==> src/design/fbb_pkg.sv <==
`timescale 1ns / 1ps

package fbb_pkg;

    localparam int ACT_W   = 4;
    localparam int BYTE_W  = 8;
    localparam int IDX_W   = 8;
    localparam int POS_W   = 9;
    localparam int ERR_W   = 2;
    localparam int PADDR_W = 3;
    localparam int PDATA_W = 32;

    // action codes
    localparam logic [ACT_W-1:0] ACT_PUT        = 4'd0;
    localparam logic [ACT_W-1:0] ACT_GET        = 4'd1;
    localparam logic [ACT_W-1:0] ACT_GET_AT     = 4'd2;
    localparam logic [ACT_W-1:0] ACT_FLIP       = 4'd3;
    localparam logic [ACT_W-1:0] ACT_CLEAR      = 4'd4;
    localparam logic [ACT_W-1:0] ACT_COMPACT    = 4'd5;
    localparam logic [ACT_W-1:0] ACT_MARK       = 4'd6;
    localparam logic [ACT_W-1:0] ACT_RESET_MARK = 4'd7;
    localparam logic [ACT_W-1:0] ACT_REWIND     = 4'd8;

    // error codes
    localparam logic [ERR_W-1:0] ERR_OK    = 2'd0;
    localparam logic [ERR_W-1:0] ERR_MODE  = 2'd1;
    localparam logic [ERR_W-1:0] ERR_OVER  = 2'd2;
    localparam logic [ERR_W-1:0] ERR_UNDER = 2'd3;

    // register map: word index taken from paddr[2]
    localparam logic REG_CAPACITY = 1'b0;
    localparam logic [POS_W-1:0] CAP_RESET = 9'd256;

    typedef struct packed {
        logic [ERR_W-1:0] error_code;
        logic [POS_W-1:0] position_now;
        logic [POS_W-1:0] limit_now;
        logic             reading_now;
        logic             has_remaining;
        logic             rd_sel;
    } fbb_res_t;

    typedef struct packed {
        logic              we;
        logic [POS_W-1:0]  waddr;
        logic [BYTE_W-1:0] wdata;
        logic              re;
        logic [POS_W-1:0]  raddr;
    } fbb_mem_req_t;

endpackage

==> src/design/fbb_in_if.sv <==
`timescale 1ns / 1ps

interface fbb_in_if
    import fbb_pkg::*;
();
    logic              valid;
    logic              ready;
    logic [ACT_W-1:0]  action;
    logic [BYTE_W-1:0] data_in;
    logic [IDX_W-1:0]  index;

    modport source (output valid, output action, output data_in, output index, input ready);
    modport sink   (input valid, input action, input data_in, input index, output ready);
endinterface

==> src/design/fbb_out_if.sv <==
`timescale 1ns / 1ps

interface fbb_out_if
    import fbb_pkg::*;
();
    logic              valid;
    logic              ready;
    logic [BYTE_W-1:0] data_out;
    logic [ERR_W-1:0]  error_code;
    logic [POS_W-1:0]  position_now;
    logic [POS_W-1:0]  limit_now;
    logic              reading_now;
    logic              has_remaining;

    modport source (output valid, output data_out, output error_code, output position_now,
                    output limit_now, output reading_now, output has_remaining, input ready);
    modport sink   (input valid, input data_out, input error_code, input position_now,
                    input limit_now, input reading_now, input has_remaining, output ready);
endinterface

==> src/design/fbb_store.sv <==
`timescale 1ns / 1ps

module fbb_store
    import fbb_pkg::*;
#(
    parameter int BUFFER_DEPTH = 256
) (
    input  logic               clk,
    input  fbb_mem_req_t       req,
    output logic [BYTE_W-1:0]  rdata
);

    localparam int AW = $clog2(BUFFER_DEPTH);

    logic [BYTE_W-1:0] mem [BUFFER_DEPTH];
    logic [BYTE_W-1:0] rdata_reg;

    always_ff @(posedge clk)
    begin
        if (req.we)
        begin
            mem[AW'(req.waddr)] <= req.wdata;
        end
    end

    always_ff @(posedge clk)
    begin
        if (req.re)
        begin
            rdata_reg <= mem[AW'(req.raddr)];
        end
    end

    assign rdata = rdata_reg;

endmodule

==> src/design/fbb_ctrl.sv <==
`timescale 1ns / 1ps

module fbb_ctrl
    import fbb_pkg::*;
#(
    parameter int BUFFER_DEPTH = 256
) (
    input  logic              clk,
    input  logic              rst_n,
    input  logic              accept,
    input  logic [ACT_W-1:0]  action,
    input  logic [BYTE_W-1:0] data_in,
    input  logic [IDX_W-1:0]  index,
    input  logic [POS_W-1:0]  capacity,
    input  logic [BYTE_W-1:0] rdata,
    output logic              idle,
    output logic              res_load,
    output fbb_res_t          res,
    output fbb_mem_req_t      mem_req
);

    localparam logic [16:0] DEPTH_W = 17'(BUFFER_DEPTH);
    localparam int BOUND_RST = (BUFFER_DEPTH < 256) ? BUFFER_DEPTH : 256;

    localparam logic ST_IDLE = 1'b0;
    localparam logic ST_MOVE = 1'b1;

    logic             state_reg, state_next;
    logic [POS_W-1:0] cursor_reg, cursor_next;
    logic [POS_W-1:0] bound_reg, bound_next;
    logic [POS_W-1:0] mark_reg, mark_next;
    logic             reading_reg, reading_next;

    // compaction sequencer
    logic [POS_W-1:0] base_reg;
    logic [POS_W-1:0] remain_reg;
    logic [POS_W-1:0] rd_cnt_reg;
    logic             wv_reg;
    logic [POS_W-1:0] wa_reg;
    fbb_res_t         pend_reg;

    logic [POS_W-1:0] usable;
    logic [POS_W-1:0] get_lim;
    logic [POS_W-1:0] remain;
    logic [ERR_W-1:0] err;
    logic             rd_sel;
    logic             start_move;
    logic             item_we;
    logic             item_re;
    logic [POS_W-1:0] item_raddr;
    logic             issue;
    logic             finish;
    fbb_res_t         res_item;

    always_comb
    begin
        if (capacity == '0)
            usable = 9'd1;
        else if ({8'b0, capacity} > DEPTH_W)
            usable = 9'(BUFFER_DEPTH);
        else
            usable = capacity;
    end

    assign get_lim = reading_reg ? bound_reg : cursor_reg;
    assign remain  = bound_reg - cursor_reg;

    always_comb
    begin
        cursor_next  = cursor_reg;
        bound_next   = bound_reg;
        mark_next    = mark_reg;
        reading_next = reading_reg;
        err          = ERR_OK;
        rd_sel       = 1'b0;
        start_move   = 1'b0;
        item_we      = 1'b0;
        item_re      = 1'b0;
        item_raddr   = cursor_reg;
        unique case (action)
            ACT_PUT:
            begin
                if (reading_reg)
                    err = ERR_MODE;
                else if (cursor_reg < bound_reg && {8'b0, cursor_reg} < DEPTH_W)
                begin
                    item_we     = 1'b1;
                    cursor_next = cursor_reg + 9'd1;
                end
                else
                    err = ERR_OVER;
            end
            ACT_GET:
            begin
                if (!reading_reg)
                    err = ERR_MODE;
                else if (cursor_reg < bound_reg)
                begin
                    item_re     = 1'b1;
                    rd_sel      = 1'b1;
                    cursor_next = cursor_reg + 9'd1;
                end
                else
                    err = ERR_UNDER;
            end
            ACT_GET_AT:
            begin
                if ({1'b0, index} < get_lim)
                begin
                    item_re    = 1'b1;
                    rd_sel     = 1'b1;
                    item_raddr = {1'b0, index};
                end
                else
                    err = ERR_UNDER;
            end
            ACT_FLIP:
            begin
                mark_next    = '0;
                cursor_next  = '0;
                reading_next = !reading_reg;
                bound_next   = reading_reg ? usable : cursor_reg;
            end
            ACT_CLEAR:
            begin
                bound_next   = usable;
                cursor_next  = '0;
                reading_next = 1'b0;
                mark_next    = '0;
            end
            ACT_COMPACT:
            begin
                mark_next = '0;
                if (reading_reg)
                begin
                    // unread bytes slide to the front, one per cycle
                    if (cursor_reg < bound_reg)
                    begin
                        start_move  = 1'b1;
                        cursor_next = remain;
                    end
                    else
                        cursor_next = '0;
                    bound_next   = usable;
                    reading_next = 1'b0;
                end
                else
                begin
                    bound_next   = cursor_reg;
                    cursor_next  = '0;
                    reading_next = 1'b1;
                end
            end
            ACT_MARK:       mark_next   = cursor_reg;
            ACT_RESET_MARK: cursor_next = mark_reg;
            ACT_REWIND:     cursor_next = '0;
            default:        ;
        endcase
    end

    always_comb
    begin
        res_item.error_code    = err;
        res_item.position_now  = cursor_next;
        res_item.limit_now     = bound_next;
        res_item.reading_now   = reading_next;
        res_item.has_remaining = cursor_next < bound_next;
        res_item.rd_sel        = rd_sel;
    end

    assign issue  = (state_reg == ST_MOVE) && (rd_cnt_reg != remain_reg);
    assign finish = (state_reg == ST_MOVE) && (rd_cnt_reg == remain_reg);

    always_comb
    begin
        state_next = state_reg;
        if (accept && start_move)
            state_next = ST_MOVE;
        else if (finish)
            state_next = ST_IDLE;
    end

    always_comb
    begin
        if (state_reg == ST_MOVE)
        begin
            mem_req.we    = wv_reg;
            mem_req.waddr = wa_reg;
            mem_req.wdata = rdata;
            mem_req.re    = issue;
            mem_req.raddr = base_reg + rd_cnt_reg;
        end
        else
        begin
            mem_req.we    = accept && item_we;
            mem_req.waddr = cursor_reg;
            mem_req.wdata = data_in;
            mem_req.re    = accept && item_re;
            mem_req.raddr = item_raddr;
        end
    end

    assign idle     = (state_reg == ST_IDLE);
    assign res_load = (accept && !start_move) || finish;
    assign res      = (state_reg == ST_MOVE) ? pend_reg : res_item;

    always_ff @(posedge clk or negedge rst_n)
    begin
        if (!rst_n)
        begin
            state_reg   <= ST_IDLE;
            cursor_reg  <= '0;
            bound_reg   <= 9'(BOUND_RST);
            mark_reg    <= '0;
            reading_reg <= 1'b0;
            rd_cnt_reg  <= '0;
            wv_reg      <= 1'b0;
        end
        else
        begin
            state_reg <= state_next;
            wv_reg    <= issue;
            if (accept)
            begin
                cursor_reg  <= cursor_next;
                bound_reg   <= bound_next;
                mark_reg    <= mark_next;
                reading_reg <= reading_next;
                rd_cnt_reg  <= '0;
            end
            else if (issue)
            begin
                rd_cnt_reg <= rd_cnt_reg + 9'd1;
            end
        end
    end

    always_ff @(posedge clk)
    begin
        if (accept && start_move)
        begin
            base_reg   <= cursor_reg;
            remain_reg <= remain;
            pend_reg   <= res_item;
        end
        if (issue)
        begin
            wa_reg <= rd_cnt_reg;
        end
    end

    a_accept_idle: assert property (@(posedge clk) disable iff (!rst_n)
        accept |-> state_reg == ST_IDLE)
        else $error("word accepted during compaction");

    a_write_behind_read: assert property (@(posedge clk) disable iff (!rst_n)
        (state_reg == ST_MOVE && wv_reg) |-> wa_reg < rd_cnt_reg)
        else $error("compaction write overtakes its read");

    a_move_ends: assert property (@(posedge clk) disable iff (!rst_n)
        finish |=> state_reg == ST_IDLE)
        else $error("compaction did not finish");

    a_bound_in_store: assert property (@(posedge clk) disable iff (!rst_n)
        {8'b0, bound_reg} <= DEPTH_W && {8'b0, cursor_reg} <= DEPTH_W)
        else $error("limit or position beyond store");

endmodule

==> src/design/flip_mode_byte_buffer_top.sv <==
`timescale 1ns / 1ps
// Results: a result word is registered and appears in the cycle after its input
//   word is taken; for compact in reading mode it waits until the copy ends.
// Throughput: one word per cycle while results are taken downstream, for every
//   action except compact in reading mode, which holds the input while the
//   unread bytes are copied through the single store read port.
// Reset: rst_n asynchronous, active low; position, mark and mode clear, limit
//   to 256 (capped at the store depth) and capacity to 256. Store is not cleared.

module flip_mode_byte_buffer_top
    import fbb_pkg::*;
#(
    parameter int BUFFER_DEPTH = 256
) (
    input  logic               clk,
    input  logic               rst_n,
    // APB-style configuration
    input  logic               psel,
    input  logic               penable,
    input  logic               pwrite,
    input  logic [PADDR_W-1:0] paddr,
    input  logic [PDATA_W-1:0] pwdata,
    output logic [PDATA_W-1:0] prdata,
    output logic               pready,
    // word channels
    fbb_in_if.sink             in_ch,
    fbb_out_if.source          out_ch
);

    logic [POS_W-1:0]  capacity_reg;
    logic              out_valid_reg;
    fbb_res_t          res_reg;

    logic              accept;
    logic              idle;
    logic              res_load;
    fbb_res_t          res;
    fbb_mem_req_t      mem_req;
    logic [BYTE_W-1:0] rdata;

    // Config register: one word, selected by paddr[2]; other offsets read zero.
    assign pready = 1'b1;
    assign prdata = (paddr[2] == REG_CAPACITY) ? {23'b0, capacity_reg} : '0;

    always_ff @(posedge clk or negedge rst_n)
    begin
        if (!rst_n)
        begin
            capacity_reg <= CAP_RESET;
        end
        else if (psel && penable && pwrite && pready && paddr[2] == REG_CAPACITY)
        begin
            capacity_reg <= pwdata[POS_W-1:0];
        end
    end

    // The output register decouples the two sides: a new word is taken in the
    // same cycle that the held result is taken downstream.
    assign in_ch.ready = idle && (!out_valid_reg || out_ch.ready);
    assign accept      = in_ch.valid && in_ch.ready;

    fbb_ctrl #(
        .BUFFER_DEPTH (BUFFER_DEPTH)
    ) u_ctrl (
        .clk      (clk),
        .rst_n    (rst_n),
        .accept   (accept),
        .action   (in_ch.action),
        .data_in  (in_ch.data_in),
        .index    (in_ch.index),
        .capacity (capacity_reg),
        .rdata    (rdata),
        .idle     (idle),
        .res_load (res_load),
        .res      (res),
        .mem_req  (mem_req)
    );

    fbb_store #(
        .BUFFER_DEPTH (BUFFER_DEPTH)
    ) u_store (
        .clk   (clk),
        .req   (mem_req),
        .rdata (rdata)
    );

    always_ff @(posedge clk or negedge rst_n)
    begin
        if (!rst_n)
        begin
            out_valid_reg <= 1'b0;
        end
        else if (res_load)
        begin
            out_valid_reg <= 1'b1;
        end
        else if (out_ch.ready)
        begin
            out_valid_reg <= 1'b0;
        end
    end

    always_ff @(posedge clk)
    begin
        if (res_load)
        begin
            res_reg <= res;
        end
    end

    // Read data sits in the store's output register; it only moves on a new
    // read, which cannot happen while a result is held.
    assign out_ch.valid         = out_valid_reg;
    assign out_ch.data_out      = res_reg.rd_sel ? rdata : '0;
    assign out_ch.error_code    = res_reg.error_code;
    assign out_ch.position_now  = res_reg.position_now;
    assign out_ch.limit_now     = res_reg.limit_now;
    assign out_ch.reading_now   = res_reg.reading_now;
    assign out_ch.has_remaining = res_reg.has_remaining;

endmodule

==> src/flat_wrapper.sv <==
// flat-port wrapper written by rule: the top's interface ports become plain ports
module flip_mode_byte_buffer_top_flat import fbb_pkg::*;
#(
    parameter int BUFFER_DEPTH = 256
)
  (clk, rst_n, psel, penable, pwrite, paddr, pwdata, prdata, pready, in_ch_valid, in_ch_action, in_ch_data_in, in_ch_index, in_ch_ready, out_ch_valid, out_ch_data_out, out_ch_error_code, out_ch_position_now, out_ch_limit_now, out_ch_reading_now, out_ch_has_remaining, out_ch_ready);
  fbb_in_if in_ch_i ();
  fbb_out_if out_ch_i ();
  input  logic clk;
  input  logic rst_n;
  input  logic psel;
  input  logic penable;
  input  logic pwrite;
  input  logic [PADDR_W-1:0] paddr;
  input  logic [PDATA_W-1:0] pwdata;
  output logic [PDATA_W-1:0] prdata;
  output logic pready;
  input wire logic [$bits(in_ch_i.valid)-1:0] in_ch_valid;
  input wire logic [$bits(in_ch_i.action)-1:0] in_ch_action;
  input wire logic [$bits(in_ch_i.data_in)-1:0] in_ch_data_in;
  input wire logic [$bits(in_ch_i.index)-1:0] in_ch_index;
  output wire logic [$bits(in_ch_i.ready)-1:0] in_ch_ready;
  output wire logic [$bits(out_ch_i.valid)-1:0] out_ch_valid;
  output wire logic [$bits(out_ch_i.data_out)-1:0] out_ch_data_out;
  output wire logic [$bits(out_ch_i.error_code)-1:0] out_ch_error_code;
  output wire logic [$bits(out_ch_i.position_now)-1:0] out_ch_position_now;
  output wire logic [$bits(out_ch_i.limit_now)-1:0] out_ch_limit_now;
  output wire logic [$bits(out_ch_i.reading_now)-1:0] out_ch_reading_now;
  output wire logic [$bits(out_ch_i.has_remaining)-1:0] out_ch_has_remaining;
  input wire logic [$bits(out_ch_i.ready)-1:0] out_ch_ready;
  assign in_ch_i.valid = in_ch_valid;
  assign in_ch_i.action = in_ch_action;
  assign in_ch_i.data_in = in_ch_data_in;
  assign in_ch_i.index = in_ch_index;
  assign in_ch_ready = in_ch_i.ready;
  assign out_ch_valid = out_ch_i.valid;
  assign out_ch_data_out = out_ch_i.data_out;
  assign out_ch_error_code = out_ch_i.error_code;
  assign out_ch_position_now = out_ch_i.position_now;
  assign out_ch_limit_now = out_ch_i.limit_now;
  assign out_ch_reading_now = out_ch_i.reading_now;
  assign out_ch_has_remaining = out_ch_i.has_remaining;
  assign out_ch_i.ready = out_ch_ready;
  flip_mode_byte_buffer_top #(.BUFFER_DEPTH(BUFFER_DEPTH)) u_core (.clk(clk), .rst_n(rst_n), .psel(psel), .penable(penable), .pwrite(pwrite), .paddr(paddr), .pwdata(pwdata), .prdata(prdata), .pready(pready), .in_ch(in_ch_i), .out_ch(out_ch_i));
endmodule
==> config.mk <==
export PLATFORM = sky130hd
export DESIGN_NAME = flip_mode_byte_buffer_top_flat
export DESIGN_NICKNAME = d
export VERILOG_FILES = /design/src/design/fbb_pkg.sv /design/src/design/fbb_in_if.sv /design/src/design/fbb_out_if.sv /design/src/design/fbb_store.sv /design/src/design/fbb_ctrl.sv /design/src/design/flip_mode_byte_buffer_top.sv /design/src/flat_wrapper.sv
export SDC_FILE = /design/constraint.sdc
export NUM_CORES = 2
export LEC_CHECK = 0
export BUFFER_PORTS_ARGS = -buffer_cell sky130_fd_sc_hd__buf_4
export CAP_MARGIN = 10
export CELL_PAD_IN_SITES_DETAIL_PLACEMENT = 2
export CELL_PAD_IN_SITES_GLOBAL_PLACEMENT = 2
export CORE_UTILIZATION = 53
export CTS_CLUSTER_SIZE = 12
export DETAILED_ROUTE_END_ITERATION = 7
export PLACE_DENSITY = 0.94
export SETUP_SLACK_MARGIN = 0.15
export SLEW_MARGIN = 40
export SYNTH_ARGS = -nofsm -noshare
export SYNTH_HDL_FRONTEND = slang
export SYNTH_HIERARCHICAL = 1
export SYNTH_SLANG_ARGS = --single-unit
==> constraint.sdc <==
create_clock -name clk -period 14.1 [get_ports clk]
set_clock_uncertainty 0.15 [all_clocks]
set_input_delay 0.705 -clock clk [delete_from_list [all_inputs] [get_ports clk]]
set_output_delay 0.705 -clock clk [all_outputs]
set_load 0.02 [all_outputs]
==> flow_summary.ini, run 1 <==
[placed_design]
gp_congestion = 0.894
post-dp-hpwl_mm = 252
io_buffers = 77

[floorplan]
initial_core_util_pct = 53.4
die_w_microns = 407
io_pins = 127
die_h_microns = 407
rows = 148

[synthesis]
ys_warn_count = 6
syn_avg_cell_area_sq_um = 19.6
syn_area_sq_mm = 0.0870
synth_cells = 4441

[outcome]
status = stopped before the end
tool.error = [ERROR DPL-0033] detailed placement checks failed during check placement.
flow.stopped_at = detailed placement (3_5_place_dp)
-- metrics by stage --
stage	hold WS, ps	std cells	setup slack, ps	cell area (sq um)
2_1_floorplan	259	4463	8820	87100
3_3_place_gp	335	6491	6280	89400
==> run 2, diff against run 1 <==
CELL_PAD_IN_SITES_DETAIL_PLACEMENT = unset   (was 2)
CELL_PAD_IN_SITES_GLOBAL_PLACEMENT = unset   (was 2)
CORE_UTILIZATION = 40   (was 53)
CTS_CLUSTER_SIZE = unset   (was 12)
PLACE_DENSITY = unset   (was 0.94)
PLACE_DENSITY_LB_ADDON = 0.15   (was unset)
SETUP_SLACK_MARGIN = unset   (was 0.15)
==> run 2 against run 1 <==
  * The run now ends clean
  * Synthesized cell count did not move
  * Area after synthesis did not move
==> flow_summary.ini, run 2 <==
[outcome]
status = complete, no violations

[detailed_routing]
postRouteAntennaNets = 0
drcViolationCount = 0
vias = 44000
drt-total-wl_mm = 229
vias_per_cell = 5.78
drtIter0Drc = 4237
wl_per_cell_microns = 30.1
drtPass1Iterations = 5

[floorplan]
die_h_microns = 468
rows = 170
core-area_sq_mm = 0.215
die_area_sq_mm = 0.219
initial_core_util_pct = 40.4
die_w_microns = 468
io_pins = 127

[setup_path]
crit_path_end_kind = flop
max_stage_delay_ps = 670
required_ps = 14540
path_depth = 19
path_common_cell = buf_4
critical_path.cell_chain = inv_1 -> nor2_1 -> a21oi_1 -> ha_1 -> nand4_1 -> a211o_1 -> a31oi_1 -> nor4_2 -> buf_4 -> mux2i_1 -> o21ai_4 -> buf_4 -> buf_12 -> mux4_2 -> a22o_1 -> a221oi_1 -> o221ai_1 -> a211oi_1 -> nor4_1
path_max_fanout = 68
critPathKind = flop to flop
cp_top_family = compound AO/OA/AOI/OAI gates
critPathArrivalTime_ps = 7550
crit_slowest_cell = a211oi_1
reg2reg_depth = 19
worstSetupStartpointType = flop
cp.buffers_inverters = 4

[placed_design]
io_buffers = 77
gp_congestion = 0.828
post-dp-hpwl_mm = 140

[clocking]
cts_tree = built
cts_setup_buffers = 0
clk_pin_slew_worst_paths_ps = 60
cts.repair.resized = 0
cts_hold_buf = 11
h-tree-depth = 4
clock_sinks = 2176
cts_buffers = 222
clk_latency_ps = 870
cts_root_buffer = clkbuf_16
clock_path_buffers = 3

[timing]
slew-limit-headroom_pct = 35.2
fmax_mhz = 141
setup_violations = 0
worst_pin_slew_ps = 964
timing.final.hold_violations = 0
holdWs_ps = 167
drv_slew = 0
min_period_ps = 7120
tns_ps = 0
grt_setup_unrepaired = false
fin_crit_sh_pct = 50.5

[synthesis]
synth_cells = 4441
syn_area_sq_mm = 0.0870
ys_warn_count = 6
syn_avg_cell_area_sq_um = 19.6

[grt]
track_usage_pct = 20.9
antenna_found_initial = 6
gr-total-overflow = 0
grt_max_degree = 118
first_global_vias = 44200
grt_pass1_wl_mm = 327

[final_layout]
ff_latch_area_sq_mm = 0.0651
fin_nets = 4682
multi_input_area_sq_mm = 0.0208
drive_gt1_share_pct = 25.4
num-fill-cells = 18200
largest_register_ffs = 2048
syn_to_final_growth_pct = 13.2
layout_commonest_cell = edfxtp_1
final_cell_mix = edfxtp_1 (2127), mux4_2 (454), clkbuf_16 (225), nor2_1 (173), buf_4 (159)

[pwr]
irDropWorstVdd_mv = 0.174
power_density_mw_per_mm2 = 214
p_leak_nw = 30.6

[min_path]
hold_path_depth = 3
hp-class = primary input to flop

[flow_run]
cap_violations = 0
-- run 2: final timing paths --
path	startpoint	endpoint	slack, ps
worst max-delay path	u_core/u_ctrl/cursor_reg[5]	u_core/u_store/rdata[5]	6980
worst min-delay path	penable	u_core/capacity_reg[3]	170
worst min register to register	u_core/u_ctrl/mark_reg[3]	u_core/u_ctrl/mark_reg[3]	360
max in group asynchronous	rst_n	u_core/u_ctrl/state_reg	12970
min in group asynchronous	rst_n	u_core/capacity_reg[1]	280
worst max register to register	u_core/u_ctrl/cursor_reg[5]	u_core/u_store/rdata[5]	6980
-- run 2: worst min-delay path, stage by stage --
cell and delay, ps:
buf_4 120, nand4b_4 150, mux2_2 170
-- run 2: report_power, final --
part / total [mW] / switching [mW] / internal, mW
sequential: 7.93 / 0.109 / 7.83
clock: 5.73 / 2.46 / 3.27
combinational: 7.41 / 4.61 / 2.81
-- run 2: layer usage --
metal  track usage (%)  share of wire, %
met1              29.7                43
met2              33.1                48
met3              3.45               6.2
met4              6.37               2.7
met5                 0                 0
-- run 2: final cells by class --
class                      instances  share of cell area, %
clock buffer                     282                   5.94
inverter                          37                  0.141
multi-input combinational       1942                   21.1
sequential                      2176                   66.1
clock inverter                   130                   1.21
antenna                            2                0.00508
timing repair buffer             205                   1.86
tap                             2838                   3.61
-- run 2: per-stage QoR --
stage                     area (sq um)  power [mW]  utilization [%]  instances  setup WS, ps
after global placement           90400        15.3             42.0       7168          6150
final                            98400        21.1             45.7       7612          6980
after floorplan                  87100        13.1                -       4463          8820
after detailed placement         90900        15.5             42.2       7182          6960
after global routing             98400        21.9             45.7       7611          6570
after CTS                        98100        21.3             45.6       7605          6950
No activity file was read; power rests on OpenSTA's default activity.
